<file path="src/hdl/eyews_pkg.sv">
`timescale 1ns / 1ps
package eyews_pkg;

  // Q16 fraction width, one bit more than 16 so that 1.0 fits
  localparam int unsigned Q_W = 17;
  localparam logic [Q_W-1:0] Q16_ONE = 17'h10000;

  typedef logic [Q_W-1:0] q17_t;

  // configuration register indexes
  localparam logic [2:0] REG_ROLLING_WINDOW  = 3'd0;
  localparam logic [2:0] REG_MAX_SAMPLE_GAP  = 3'd1;
  localparam logic [2:0] REG_MIN_KNOWN_COV   = 3'd2;
  localparam logic [2:0] REG_CUMULATIVE_EN   = 3'd3;
  localparam logic [2:0] REG_ROLLING_EN      = 3'd4;

  // eye state codes
  localparam logic [1:0] EYE_UNKNOWN = 2'd0;
  localparam logic [1:0] EYE_OPEN    = 2'd1;

  // operand select of the shared ratio unit
  localparam logic [1:0] DIV_CUM_COV  = 2'd0;
  localparam logic [1:0] DIV_CUM_OPEN = 2'd1;
  localparam logic [1:0] DIV_ROL_COV  = 2'd2;
  localparam logic [1:0] DIV_ROL_OPEN = 2'd3;

endpackage

</file>
<file path="src/hdl/eyews_ratio.sv">
`timescale 1ns / 1ps
module eyews_ratio #(
  parameter int unsigned TW = 32
) (
  input  logic            clk,
  input  logic            rst_n,
  input  logic            start,
  input  logic [TW-1:0]   num,
  input  logic [TW-1:0]   den,
  output logic            done,
  output eyews_pkg::q17_t q
);
  import eyews_pkg::*;

  logic          busy_r;
  logic          done_r;
  logic [3:0]    cnt_r;
  logic [TW-1:0] rem_r;
  logic [TW-1:0] den_r;
  q17_t          q_r;
  logic [TW:0]   rem_sh;
  logic [TW:0]   rem_sub;
  logic          take;

  // one restoring step per cycle
  assign rem_sh  = {rem_r, 1'b0};
  assign rem_sub = rem_sh - {1'b0, den_r};
  assign take    = (rem_sh >= {1'b0, den_r});

  always_ff @(posedge clk) begin
    if (!rst_n) begin
      busy_r <= 1'b0;
      done_r <= 1'b0;
      cnt_r  <= '0;
    end else begin
      done_r <= 1'b0;
      if (start) begin
        rem_r <= num;
        den_r <= den;
        cnt_r <= 4'd15;
        q_r   <= '0;
        // settle the trivial cases at once
        if (den == '0) begin
          done_r <= 1'b1;
        end else if (num >= den) begin
          q_r    <= Q16_ONE;
          done_r <= 1'b1;
        end else begin
          busy_r <= 1'b1;
        end
      end else if (busy_r) begin
        rem_r <= take ? rem_sub[TW-1:0] : rem_sh[TW-1:0];
        q_r   <= {q_r[Q_W-2:0], take};
        cnt_r <= cnt_r - 4'd1;
        if (cnt_r == '0) begin
          busy_r <= 1'b0;
          done_r <= 1'b1;
        end
      end
    end
  end

  assign done = done_r;
  assign q    = q_r;

endmodule

</file>
<file path="config.mk">
export PLATFORM = sky130hd
export DESIGN_NAME = eyews_ratio
export DESIGN_NICKNAME = d
export VERILOG_FILES = /design/src/hdl/eyews_pkg.sv /design/src/hdl/eyews_ratio.sv
export SDC_FILE = /design/constraint.sdc
export NUM_CORES = 1
export LEC_CHECK = 0
export BUFFER_PORTS_ARGS = -buffer_cell sky130_fd_sc_hd__buf_2
export CAP_MARGIN = 20
export CORE_UTILIZATION = 55
export CTS_BUF_LIST = sky130_fd_sc_hd__clkbuf_4 sky130_fd_sc_hd__clkbuf_8
export DETAILED_ROUTE_END_ITERATION = 7
export GPL_TIMING_DRIVEN = 0
export PLACE_DENSITY = 0.78
export SYNTH_ARGS = -nofsm -noshare
export SYNTH_HDL_FRONTEND = slang
export SYNTH_SLANG_ARGS = --single-unit
</file>
<file path="constraint.sdc">
create_clock -name clk -period 3.1 [get_ports clk]
set_input_delay 0.155 -clock clk [delete_from_list [all_inputs] [get_ports clk]]
set_output_delay 0.155 -clock clk [all_outputs]
set_load 0.01 [all_outputs]
</file>
==> results of run 1 <==
==> cell type report <==
class	instances	area share
Sequential cell	87	0.340
Inverter	74	0.0370
Tap cell	140	0.0233
Clock inverter	5	0.00483
Clock buffer	11	0.0185
Buffer	17	0.0165
Multi-Input combinational cell	458	0.459
Timing Repair Buffer	118	0.101
==> worst max-delay path, stage by stage, from the launching register on <==
cell and delay, ns:
edfxtp_1 0.43, ha_1 0.41, and3_4 0.25, and3_4 0.18
and4_4 0.18, nor4_4 0.33, and3_4 0.27, a21oi_4 0.10
buf_6 0.17, nor2_1 0.12, a21oi_1 0.05, mux2_2 0.27
==> cells in the mapped netlist, types with 2 or more instances <==
cell,number
edfxtp_1,81
inv_1,74
a21oi_1,65
ha_1,65
nand2_1,35
nor2b_1,31
nor2_1,29
o21ai_0,27
a21o_1,23
mux2_2,22
xnor2_1,15
nand3_1,14
xor2_1,12
nand4_1,11
nor4_1,11
o21a_1,8
nand2b_1,7
o21bai_1,7
a211oi_1,6
and2_1,6
buf_4,6
dfxtp_1,6
clkbuf_1,5
nor3_1,5
a31oi_1,4
buf_6,4
nor4b_1,4
o2111ai_1,4
o21ai_1,4
a211o_1,3
and3_1,3
and3_4,3
nor3b_1,3
a311oi_1,2
a41oi_1,2
buf_2,2
nor2_2,2
o31ai_1,2
==> cells by family after synthesis <==
| logic type | count (synthesis) | share of synthesized area |
|---|---|---|
| and+or+nand+nor | 173 | 0.152 |
| muxes | 23 | 0.0407 |
| AOI/OAI and AO/OA | 169 | 0.171 |
| xor gates and xnor gates | 27 | 0.0374 |
| adders and majority gates | 66 | 0.132 |
| DFF | 87 | 0.403 |
| buffers and inverters | 93 | 0.0641 |
==> metal layers <==
| metal | global-route usage | wire length (um) | vias to the layer above |
|---|---|---|---|
| met3 | 0.0628 | 1070 | 43 |
| met1 | 0.375 | 7290 | 2553 |
| met5 | 0 | 0 | - |
| met4 | 0.116 | 427 | 0 |
| met2 | 0.490 | 7900 | 224 |
| li1 | - | - | 2566 |
==> registers in the layout (all words and copies together), names as in the netlist <==
register and cells:
done 1, rem_r 32, den_r 32, busy_r 1
cnt_r 4, q 17
==> per-stage QoR <==
stage                     setup WS, ns  hold WS (ns)  setup TNS [ns]
after global routing           -0.0225       0.00221         -0.0225
final                            0.102       0.00731               0
after detailed placement      -0.00684         0.365        -0.00684
after global placement          0.0194         0.360               0
after CTS                       0.0127       0.00343               0
after floorplan                  0.433         0.254               0
==> where the power goes <==
part	switching (mW)	internal (mW)
Sequential	0.0544	1.42
Clock	0.441	0.309
Combinational	0.734	0.583
==> repair_timing <==
| item | in CTS | in global routing |
|---|---|---|
| resized for setup | 1 | 17 |
| pin swaps | 0 | 3 |
| hold buffers | 29 | 0 |
| buffers inserted | 0 | 4 |
| hold endpoints to repair | 29 | 0 |
| endpoints found under the setup margin | 1 | 21 |
==> worst min-delay path by stage <==
stage / start / endpoint / slack (ns) / depth (start not counted)
floorplan: den[0] / den_r[0]$_DFFE_PP_ / 0.25 / 0
global placement: den[3] / den_r[3]$_DFFE_PP_ / 0.36 / 1
detailed placement: den[28] / den_r[28]$_DFFE_PP_ / 0.36 / 1
CTS: den[0] / den_r[0]$_DFFE_PP_ / 0.003 / 1
global route: den[0] / den_r[0]$_DFFE_PP_ / 0.002 / 1
finish: den[25] / den_r[25]$_DFFE_PP_ / 0.007 / 1
==> flow_metrics.py, run 1 <==
metrics = {
    "run_status": {
        "status": "finished, final reports clean",
    },
    "layout": {
        "final_layout_size_suffix_gt1_frac": 0.223,
        "fin_nets": 898,
        "multiInputGateArea_um2": 3450,
        "fillers": 867,
        "layout.cells.non_filler": 910,
        "final_common_cell": "buf_2",
        "fin_util": 0.681,
        "register_area_um2": 2550,
        "area_growth_pct": 18.8,
        "final_cell_mix": "buf_2 (86), edfxtp_1 (81), inv_1 (74)",
        "num_antenna_cells": 0,
        "final_area_um2": 7520,
    },
    "floorplan": {
        "die_y_um": 109,
        "ios": 85,
        "die-area_um2": 11900,
        "rows": 38,
        "start_util": 0.574,
        "fp.dieW_um": 109,
        "core_region_area_um2": 11000,
    },
    "cts": {
        "clk_latency_ns": 0.39,
        "cts_tree": "built",
        "cts_buffers": 9,
        "h-tree-depth": 3,
        "root_buffer": "clkbuf_8",
        "cts_sinks": 87,
        "cts.path.max_buffers": 2,
        "path_clk_slew_ns": 0.09,
    },
    "global_routing": {
        "grtUsageTotal": 0.295,
        "grt_max_degree": 33,
        "grt-ovfl-total": 0,
        "grt_pass1_wl_um": 26200,
        "antenna_found_initial": 0,
        "grt_pass1_vias": 5431,
    },
    "setup_path": {
        "rrSetupSlack_ns": 0.10,
        "arrival_ns": 3.14,
        "startpoint": "rem_r[20]$_DFFE_PP_",
        "reg2reg_to": "rem_r[23]$_DFFE_PP_",
        "path_class": "reg -> reg",
        "worst-r2r-cell-count": 11,
        "cp-end-kind": "register",
        "critPathCapture": "rem_r[23]$_DFFE_PP_",
        "critical_path.max_fanout": 10,
        "rr_startpoint": "rem_r[20]$_DFFE_PP_",
        "cp.required_ns": 3.24,
        "crit_path_start_kind": "register",
    },
    "synth": {
        "yosysTopAreaCellShare": 0.384,
        "async_reset_ff_frac": 0,
        "synth_area_per_cell_um2": 9.92,
        "synth_nets": 771,
        "synth_area_um2": 6330,
        "ys_seq_area_frac": 0.403,
        "syn_inst": 638,
        "yosysWarnings": 0,
        "yosys_register_bits": 87,
        "synth_edf_count": 81,
        "synthTopCellsByArea": "edfxtp_1 (38%), ha_1 (13%), a21oi_1 (5.1%)",
        "ys.flop_type": "edfxtp_1",
        "yosysTopAreaCell": "edfxtp_1",
        "yosysUniqueCellTypes": 63,
    },
    "sta": {
        "relSlewSlack": 0.432,
        "worstMarginPinSlew_ns": 0.852,
        "max_freq_mhz": 334,
        "setup-violations-final": 0,
        "hold_viol": 0,
        "finClkSkew_ns": 0.0118,
        "min_period_ns": 3.00,
        "post-route-period-util": 0.967,
        "slew_violations": 0,
    },
    "drt": {
        "wirelength_um": 16700,
        "ant_nets": 0,
        "wl_per_cell_um": 18.3,
        "viasPerCell": 5.92,
        "num_vias": 5386,
        "drc": 0,
        "first_iter_violations": 371,
        "first_pass_iters": 5,
    },
    "power": {
        "vdd_drop_max_mv": 0.313,
        "leakagePower_nw": 3.29,
        "total_power_mw": 3.54,
        "power-per-cell-area_nw_per_um2": 471,
    },
    "place": {
        "dpl.cell_count": 863,
        "place_hpwl_um": 12200,
        "placed_area_um2": 6950,
        "routabilityCongestion": 0.927,
        "io_buffers": 84,
    },
    "run": {
        "cap_violations": 0,
    },
    "worst_hold_path": {
        "hold_class": "in -> reg",
    },
}
Power figures use the tool's default switching activity.
==> inputs of run 2 (changes only) <==
--- a/config.mk
+++ b/config.mk
@@ -5,13 +5,14 @@
 export SDC_FILE = /design/constraint.sdc
 export NUM_CORES = 1
 export LEC_CHECK = 0
+export ABC_AREA = 1
 export BUFFER_PORTS_ARGS = -buffer_cell sky130_fd_sc_hd__buf_2
 export CAP_MARGIN = 20
-export CORE_UTILIZATION = 55
+export CORE_UTILIZATION = 31
 export CTS_BUF_LIST = sky130_fd_sc_hd__clkbuf_4 sky130_fd_sc_hd__clkbuf_8
 export DETAILED_ROUTE_END_ITERATION = 7
-export GPL_TIMING_DRIVEN = 0
-export PLACE_DENSITY = 0.78
+export GPL_TIMING_DRIVEN = 1
+export PLACE_DENSITY = 0.49
 export SYNTH_ARGS = -nofsm -noshare
 export SYNTH_HDL_FRONTEND = slang
 export SYNTH_SLANG_ARGS = --single-unit
==> run 2 against run 1 <==
  * Non-clock buffer count is 10 lower
  * Maximum frequency is 20% higher
  * Hold slack better by 0.015 ns
  * Global-route usage is 11 points lower
  * Clock power is 19% higher
  * Setup slack better by 0.50 ns
  * Largest cell class unchanged
  * Largest power group unchanged
==> flow_metrics.py, run 2 <==
metrics = {
    "setup_path": {
        "crit_path_start_kind": "register",
        "critPathMostFrequentCell": "nand2_1",
        "rrSetupSlack_ns": 0.61,
        "startpoint": "rem_r[6]$_DFFE_PP_",
        "cpPeakStageDelay_ns": 0.41,
        "cp.required_ns": 3.27,
        "slowest_stage": "edfxtp_1",
        "rr_startpoint": "rem_r[6]$_DFFE_PP_",
        "cp-end-kind": "register",
        "arrival_ns": 2.66,
        "critical_path.max_fanout": 28,
        "path_class": "reg -> reg",
        "path_cells": "ha_1, nand2_1, inv_1, nand2_1, nand2_1, inv_1, nand3_2, nand2_2, nand2_2, nand2_2, buf_4, nand3_1, nand2_1, inv_1, nand2_1, nand2_1",
    },
    "run_status": {
        "status": "finished, final reports clean",
    },
    "layout": {
        "fin_util": 0.376,
        "final_cell_mix": "nand2_1 (379), inv_1 (216), buf_2 (84)",
        "final_common_cell": "nand2_1",
        "final_layout_size_suffix_gt1_frac": 0.107,
        "fin_nets": 1301,
        "area_growth_pct": 17.6,
        "fillers": 2600,
        "num_antenna_cells": 0,
    },
    "run": {
        "cap_violations": 0,
    },
    "global_routing": {
        "antenna_found_initial": 1,
        "grtUsageTotal": 0.182,
        "grt_pass1_wl_um": 34100,
        "grt-ovfl-total": 0,
        "grt_max_degree": 35,
        "grt_pass1_vias": 6616,
    },
    "cts": {
        "cts_sinks": 87,
        "postCtsHoldBufs": 32,
        "cts-resized-gates": 0,
        "cts.path.max_buffers": 2,
        "cts_tree": "built",
        "clk_latency_ns": 0.41,
        "cts_setup_buffers": 0,
        "h-tree-depth": 3,
        "root_buffer": "clkbuf_8",
        "path_clk_slew_ns": 0.11,
        "cts_buffers": 9,
    },
    "sta": {
        "min_period_ns": 2.49,
        "layout_setup_ws_ns": 0.605,
        "setup_tns_ns": 0,
        "fin_hold_ws_ns": 0.0223,
        "finClkSkew_ns": 0.0216,
        "hold_viol": 0,
        "post-route-period-util": 0.805,
        "rsz0062_at_grt": "no",
        "slew_violations": 0,
        "setup-violations-final": 0,
        "worstMarginPinSlew_ns": 0.746,
        "max_freq_mhz": 401,
        "relSlewSlack": 0.500,
    },
    "place": {
        "io_buffers": 84,
        "pre_cts_ws_ns": 0.617,
        "place_hpwl_um": 16600,
        "routabilityCongestion": 0.937,
    },
    "floorplan": {
        "start_util": 0.320,
        "fp.dieW_um": 156,
        "die-area_um2": 24200,
        "rows": 55,
        "core_region_area_um2": 22800,
        "die_y_um": 156,
        "ios": 85,
    },
    "drt": {
        "ant_nets": 0,
        "viasPerCell": 4.53,
        "first_iter_violations": 342,
        "drc": 0,
        "wirelength_um": 21200,
        "wl_per_cell_um": 14.2,
        "num_vias": 6737,
        "first_pass_iters": 5,
    },
    "synth": {
        "syn_inst": 1050,
        "synth_edf_count": 81,
        "synth_area_per_cell_um2": 6.96,
        "synth_common_cells": "nand2_1 (379), inv_1 (216), edfxtp_1 (81)",
        "synthTopCellsByArea": "edfxtp_1 (33%), nand2_1 (19%), ha_1 (11%)",
        "yosys_register_bits": 87,
        "synth_nets": 1183,
        "synth_xor_area_frac": 0.0168,
        "ys_seq_area_frac": 0.349,
        "synth_adder_area_share": 0.114,
        "yosys.cell_count.top_type": "nand2_1",
        "synth_top_family_by_area": "simple AND/OR/NAND/NOR gates",
        "synthSimpleGateAreaFrac": 0.345,
        "yosysWarnings": 0,
        "synth_mux_area_frac": 0,
        "yosysTopAreaCell": "edfxtp_1",
        "yosysUniqueCellTypes": 35,
        "ys.flop_type": "edfxtp_1",
        "async_reset_ff_frac": 0,
        "synth_area_um2": 7310,
        "synth_compound_area_frac": 0.0436,
        "yosysTopAreaCellShare": 0.333,
    },
    "worst_hold_path": {
        "hp-start": "rst_n",
        "hold_class": "in -> reg",
    },
    "power": {
        "vdd_drop_max_mv": 0.201,
        "leakagePower_nw": 4.58,
        "power-per-cell-area_nw_per_um2": 417,
    },
}
==> run 2: changes by cell type after synthesis, sizes merged, moves of 11 or more <==
cell,change
nor2,+49
nand3,+56
mux2,-22
nand3b,+25
a21oi,-33
inv,+142
a21o,-24
o21ai,-25
xor2,-11
nor2b,-31
nand2,+349
==> run 2: final cells by class <==
type                    instances  area, um2  share of cell area
multi-input cells             728       3810               0.443
clock inverters                 7       83.8             0.00975
flip-flops and latches         87       2550               0.297
inverters                     217        815              0.0948
repair buffers                125        821              0.0955
well taps                     313        392              0.0456
clock buffers                   9        124              0.0144
==> run 2: logic make-up after synthesis <==
group,Yosys count
adders and majority gates,66
AOI/OAI and AO/OA,56
DFF,87
and+or+nand+nor,592
xor gates and xnor gates,14
buffers and inverters,235
==> run 2: worst paths after layout <==
kind	endpoint	depth (start not counted)
worst max-delay path	rem_r[28]$_DFFE_PP_	16
worst min-delay path	cnt_r[2]$_SDFFE_PN0N_	3
worst max register to register	rem_r[28]$_DFFE_PP_	16
worst min register to register	cnt_r[1]$_SDFFE_PN0N_	2
==> run 2: where the power goes <==
part / internal, mW / switching [mW]
clock: 0.328 / 0.560
combinational: 0.467 / 0.786
sequential: 1.40 / 0.0406
total: 2.20 / 1.39
==> run 2: worst max-delay path: cells and delay by family (launching register included) <==
kind	cells	cell delay, ns
fa+ha+maj	1	0.36
buf+inv	4	0.53
flops	1	0.41
simple gates	11	0.97
==> run 2: metrics by stage <==
stage | instances | instance area, um2 | power [mW]
floorplan | 1050 | 7310 | 2.34
global placement | 1438 | 8070 | 2.69
detailed placement | 1438 | 8070 | 2.69
CTS | 1486 | 8590 | 3.62
global route | 1486 | 8590 | 3.83
finish | 1486 | 8590 | 3.58
==> run 2: metal layers <==
metal / GRT usage / share of wire
met3: 0.0278 / 0.035
met4: 0.0490 / 0.016
met1: 0.246 / 0.50
met5: 0 / 0
met2: 0.303 / 0.45
==> inputs of run 3 (changes only) <==
==> constraint.sdc (replaced) <==
create_clock -name clk -period 2.6 [get_ports clk]
set_input_delay 0.13 -clock clk [delete_from_list [all_inputs] [get_ports clk]]
set_output_delay 0.13 -clock clk [all_outputs]
set_load 0.01 [all_outputs]
==> run 3 against run 2 <==
  * Design area increased by 0.70%
  * Final cell count increased by 0.34%
  * Wire length is 1.1% lower
  * Global-route usage fell by 0.070 points
  * Count of clock-buffer cells in the layout unchanged
  * Via count down 1.2%
  * Die area did not move
  * Clock power up 9.4%
  * Non-clock buffer count rose by 5
  * Combinational power rose by 22%
==> flow_metrics.py, run 3 (synthesized netlist as in run 2, its figures left out) <==
metrics = {
    "run_status": {
        "status": "finished, final reports clean",
    },
    "sta": {
        "post-route-period-util": 0.946,
        "min_period_ns": 2.46,
        "worstMarginPinSlew_ns": 0.584,
        "setup-violations-final": 0,
        "fin_hold_ws_ns": 0.0266,
        "slew_violations": 0,
        "relSlewSlack": 0.611,
        "max_freq_mhz": 407,
        "finClkSkew_ns": 0.0136,
        "hold_viol": 0,
        "layout_setup_ws_ns": 0.141,
        "setup_tns_ns": 0,
    },
    "setup_path": {
        "critPathMostFrequentCell": "nand2_1",
        "rr_startpoint": "rem_r[20]$_DFFE_PP_",
        "rrSetupSlack_ns": 0.14,
        "startpoint": "rem_r[20]$_DFFE_PP_",
        "critPathCapture": "rem_r[28]$_DFFE_PP_",
        "reg2reg_to": "rem_r[28]$_DFFE_PP_",
        "slowest_stage": "edfxtp_1",
        "path_class": "reg -> reg",
        "arrival_ns": 2.62,
        "cpPeakStageDelay_ns": 0.43,
        "crit_path_start_kind": "register",
        "critical_path.max_fanout": 13,
        "worst-r2r-cell-count": 13,
        "cp-end-kind": "register",
        "critPathBufInv": 1,
        "path_delay_family": "simple AND/OR/NAND/NOR gates",
        "cp.required_ns": 2.77,
        "path_cells": "ha_1, nand2_1, nor2_2, nand2_1, nor2_2, nand2_1, nand3_2, nor2_2, nand2_4, buf_12, nand3_1, nand2_1, nand2_1",
        "cp.depth": 13,
    },
    "global_routing": {
        "grt_pass1_vias": 6741,
        "grt_max_degree": 35,
        "grtUsageTotal": 0.182,
        "grt-ovfl-total": 0,
        "antenna_found_initial": 0,
        "grt_pass1_wl_um": 34100,
    },
    "floorplan": {
        "die-area_um2": 24200,
        "rows": 55,
        "core_region_area_um2": 22800,
        "start_util": 0.320,
        "ios": 85,
        "fp.dieW_um": 156,
        "die_y_um": 156,
    },
    "cts": {
        "cts_setup_buffers": 0,
        "root_buffer": "clkbuf_8",
        "cts_sinks": 87,
        "cts_buffers": 9,
        "cts.path.max_buffers": 2,
        "clk_latency_ns": 0.39,
        "h-tree-depth": 3,
        "path_clk_slew_ns": 0.11,
        "cts_tree": "built",
    },
    "place": {
        "pre_cts_ws_ns": 0.128,
        "routabilityCongestion": 0.891,
        "place_hpwl_um": 16600,
        "placed_area_um2": 8110,
        "io_buffers": 84,
    },
    "drt": {
        "num_vias": 6656,
        "first_pass_iters": 5,
        "wl_per_cell_um": 14.0,
        "drc": 0,
        "wirelength_um": 20900,
        "first_iter_violations": 366,
        "ant_nets": 0,
        "viasPerCell": 4.46,
    },
    "power": {
        "leakagePower_nw": 4.61,
        "power-per-cell-area_nw_per_um2": 487,
        "vdd_drop_max_mv": 0.244,
    },
    "worst_hold_path": {
        "whs_path_depth": 3,
        "hold_class": "in -> reg",
    },
    "layout": {
        "num_antenna_cells": 0,
        "final_area_um2": 8650,
        "final_layout_size_suffix_gt1_frac": 0.111,
        "final_common_cell": "nand2_1",
        "area_growth_pct": 18.4,
        "final_cell_mix": "nand2_1 (378), inv_1 (216), buf_2 (84)",
        "fin_nets": 1306,
    },
    "run": {
        "cap_violations": 0,
    },
}
[run 3: cell types whose count changed in the layout (fill, tap and decap cells not counted), sizes merged]
cell / previous run / this run
buf: 93 / 97
clkinvlp: 0 / 1
dlygate4sd3: 32 / 33
clkinv: 3 / 2
[run 3: per-layer routing]
metal / GRT usage / vias to the layer above / part of all wire
li1: - / 3532 / -
met1: 0.243 / 2976 / 0.49
met2: 0.302 / 127 / 0.45
met3: 0.0256 / 21 / 0.038
met4: 0.0574 / 0 / 0.017
met5: 0 / - / 0
[run 3: worst min path at each step]
| stage | start | end | slack [ns] |
|---|---|---|---|
| 6_report | num[20] | rem_r[20]$_DFFE_PP_ | 0.03 |
| 5_1_grt | num[20] | rem_r[20]$_DFFE_PP_ | 0.02 |
| 4_1_cts | num[20] | rem_r[20]$_DFFE_PP_ | 0.01 |
| 3_5_place_dp | den[27] | den_r[27]$_DFFE_PP_ | 0.33 |
| 3_3_place_gp | den[29] | den_r[29]$_DFFE_PP_ | 0.32 |
| 2_1_floorplan | den[0] | den_r[0]$_DFFE_PP_ | 0.23 |
[run 3: per-stage QoR]
stage | std cells | power, mW | util
after CTS | 1491 | 4.25 | 0.377
after detailed placement | 1442 | 3.22 | 0.355
final | 1491 | 4.21 | 0.379
after floorplan | 1050 | 2.79 | -
after global routing | 1491 | 4.52 | 0.379
after global placement | 1442 | 3.22 | 0.355
[run 3: cell type report]
cell class	count	area, um2
fillers	2532	14200
clock inverters	7	61.3
flip-flops and latches	87	2550
repair buffers	130	893
inverters	217	815
multi-input cells	728	3820
well taps	313	392
clock buffers	9	124
[run 3: power breakdown]
part	total (mW)	internal (mW)	switching, mW
registers	1.72	1.67	0.0482
clock network	0.973	0.370	0.603
logic	1.52	0.579	0.938
[run 3: what timing repair did]
| action | in CTS | in global routing |
|---|---|---|
| endpoints found under the hold margin | 33 | 0 |
| endpoints found under the setup margin | 0 | 28 |
| hold buffers | 33 | 0 |
| resized for setup | 0 | 8 |
[run 3: tightest hold or removal path, stage by stage]
cell and delay [ns]:
buf_2 0.09, nand2_1 0.05, nand2_1 0.05
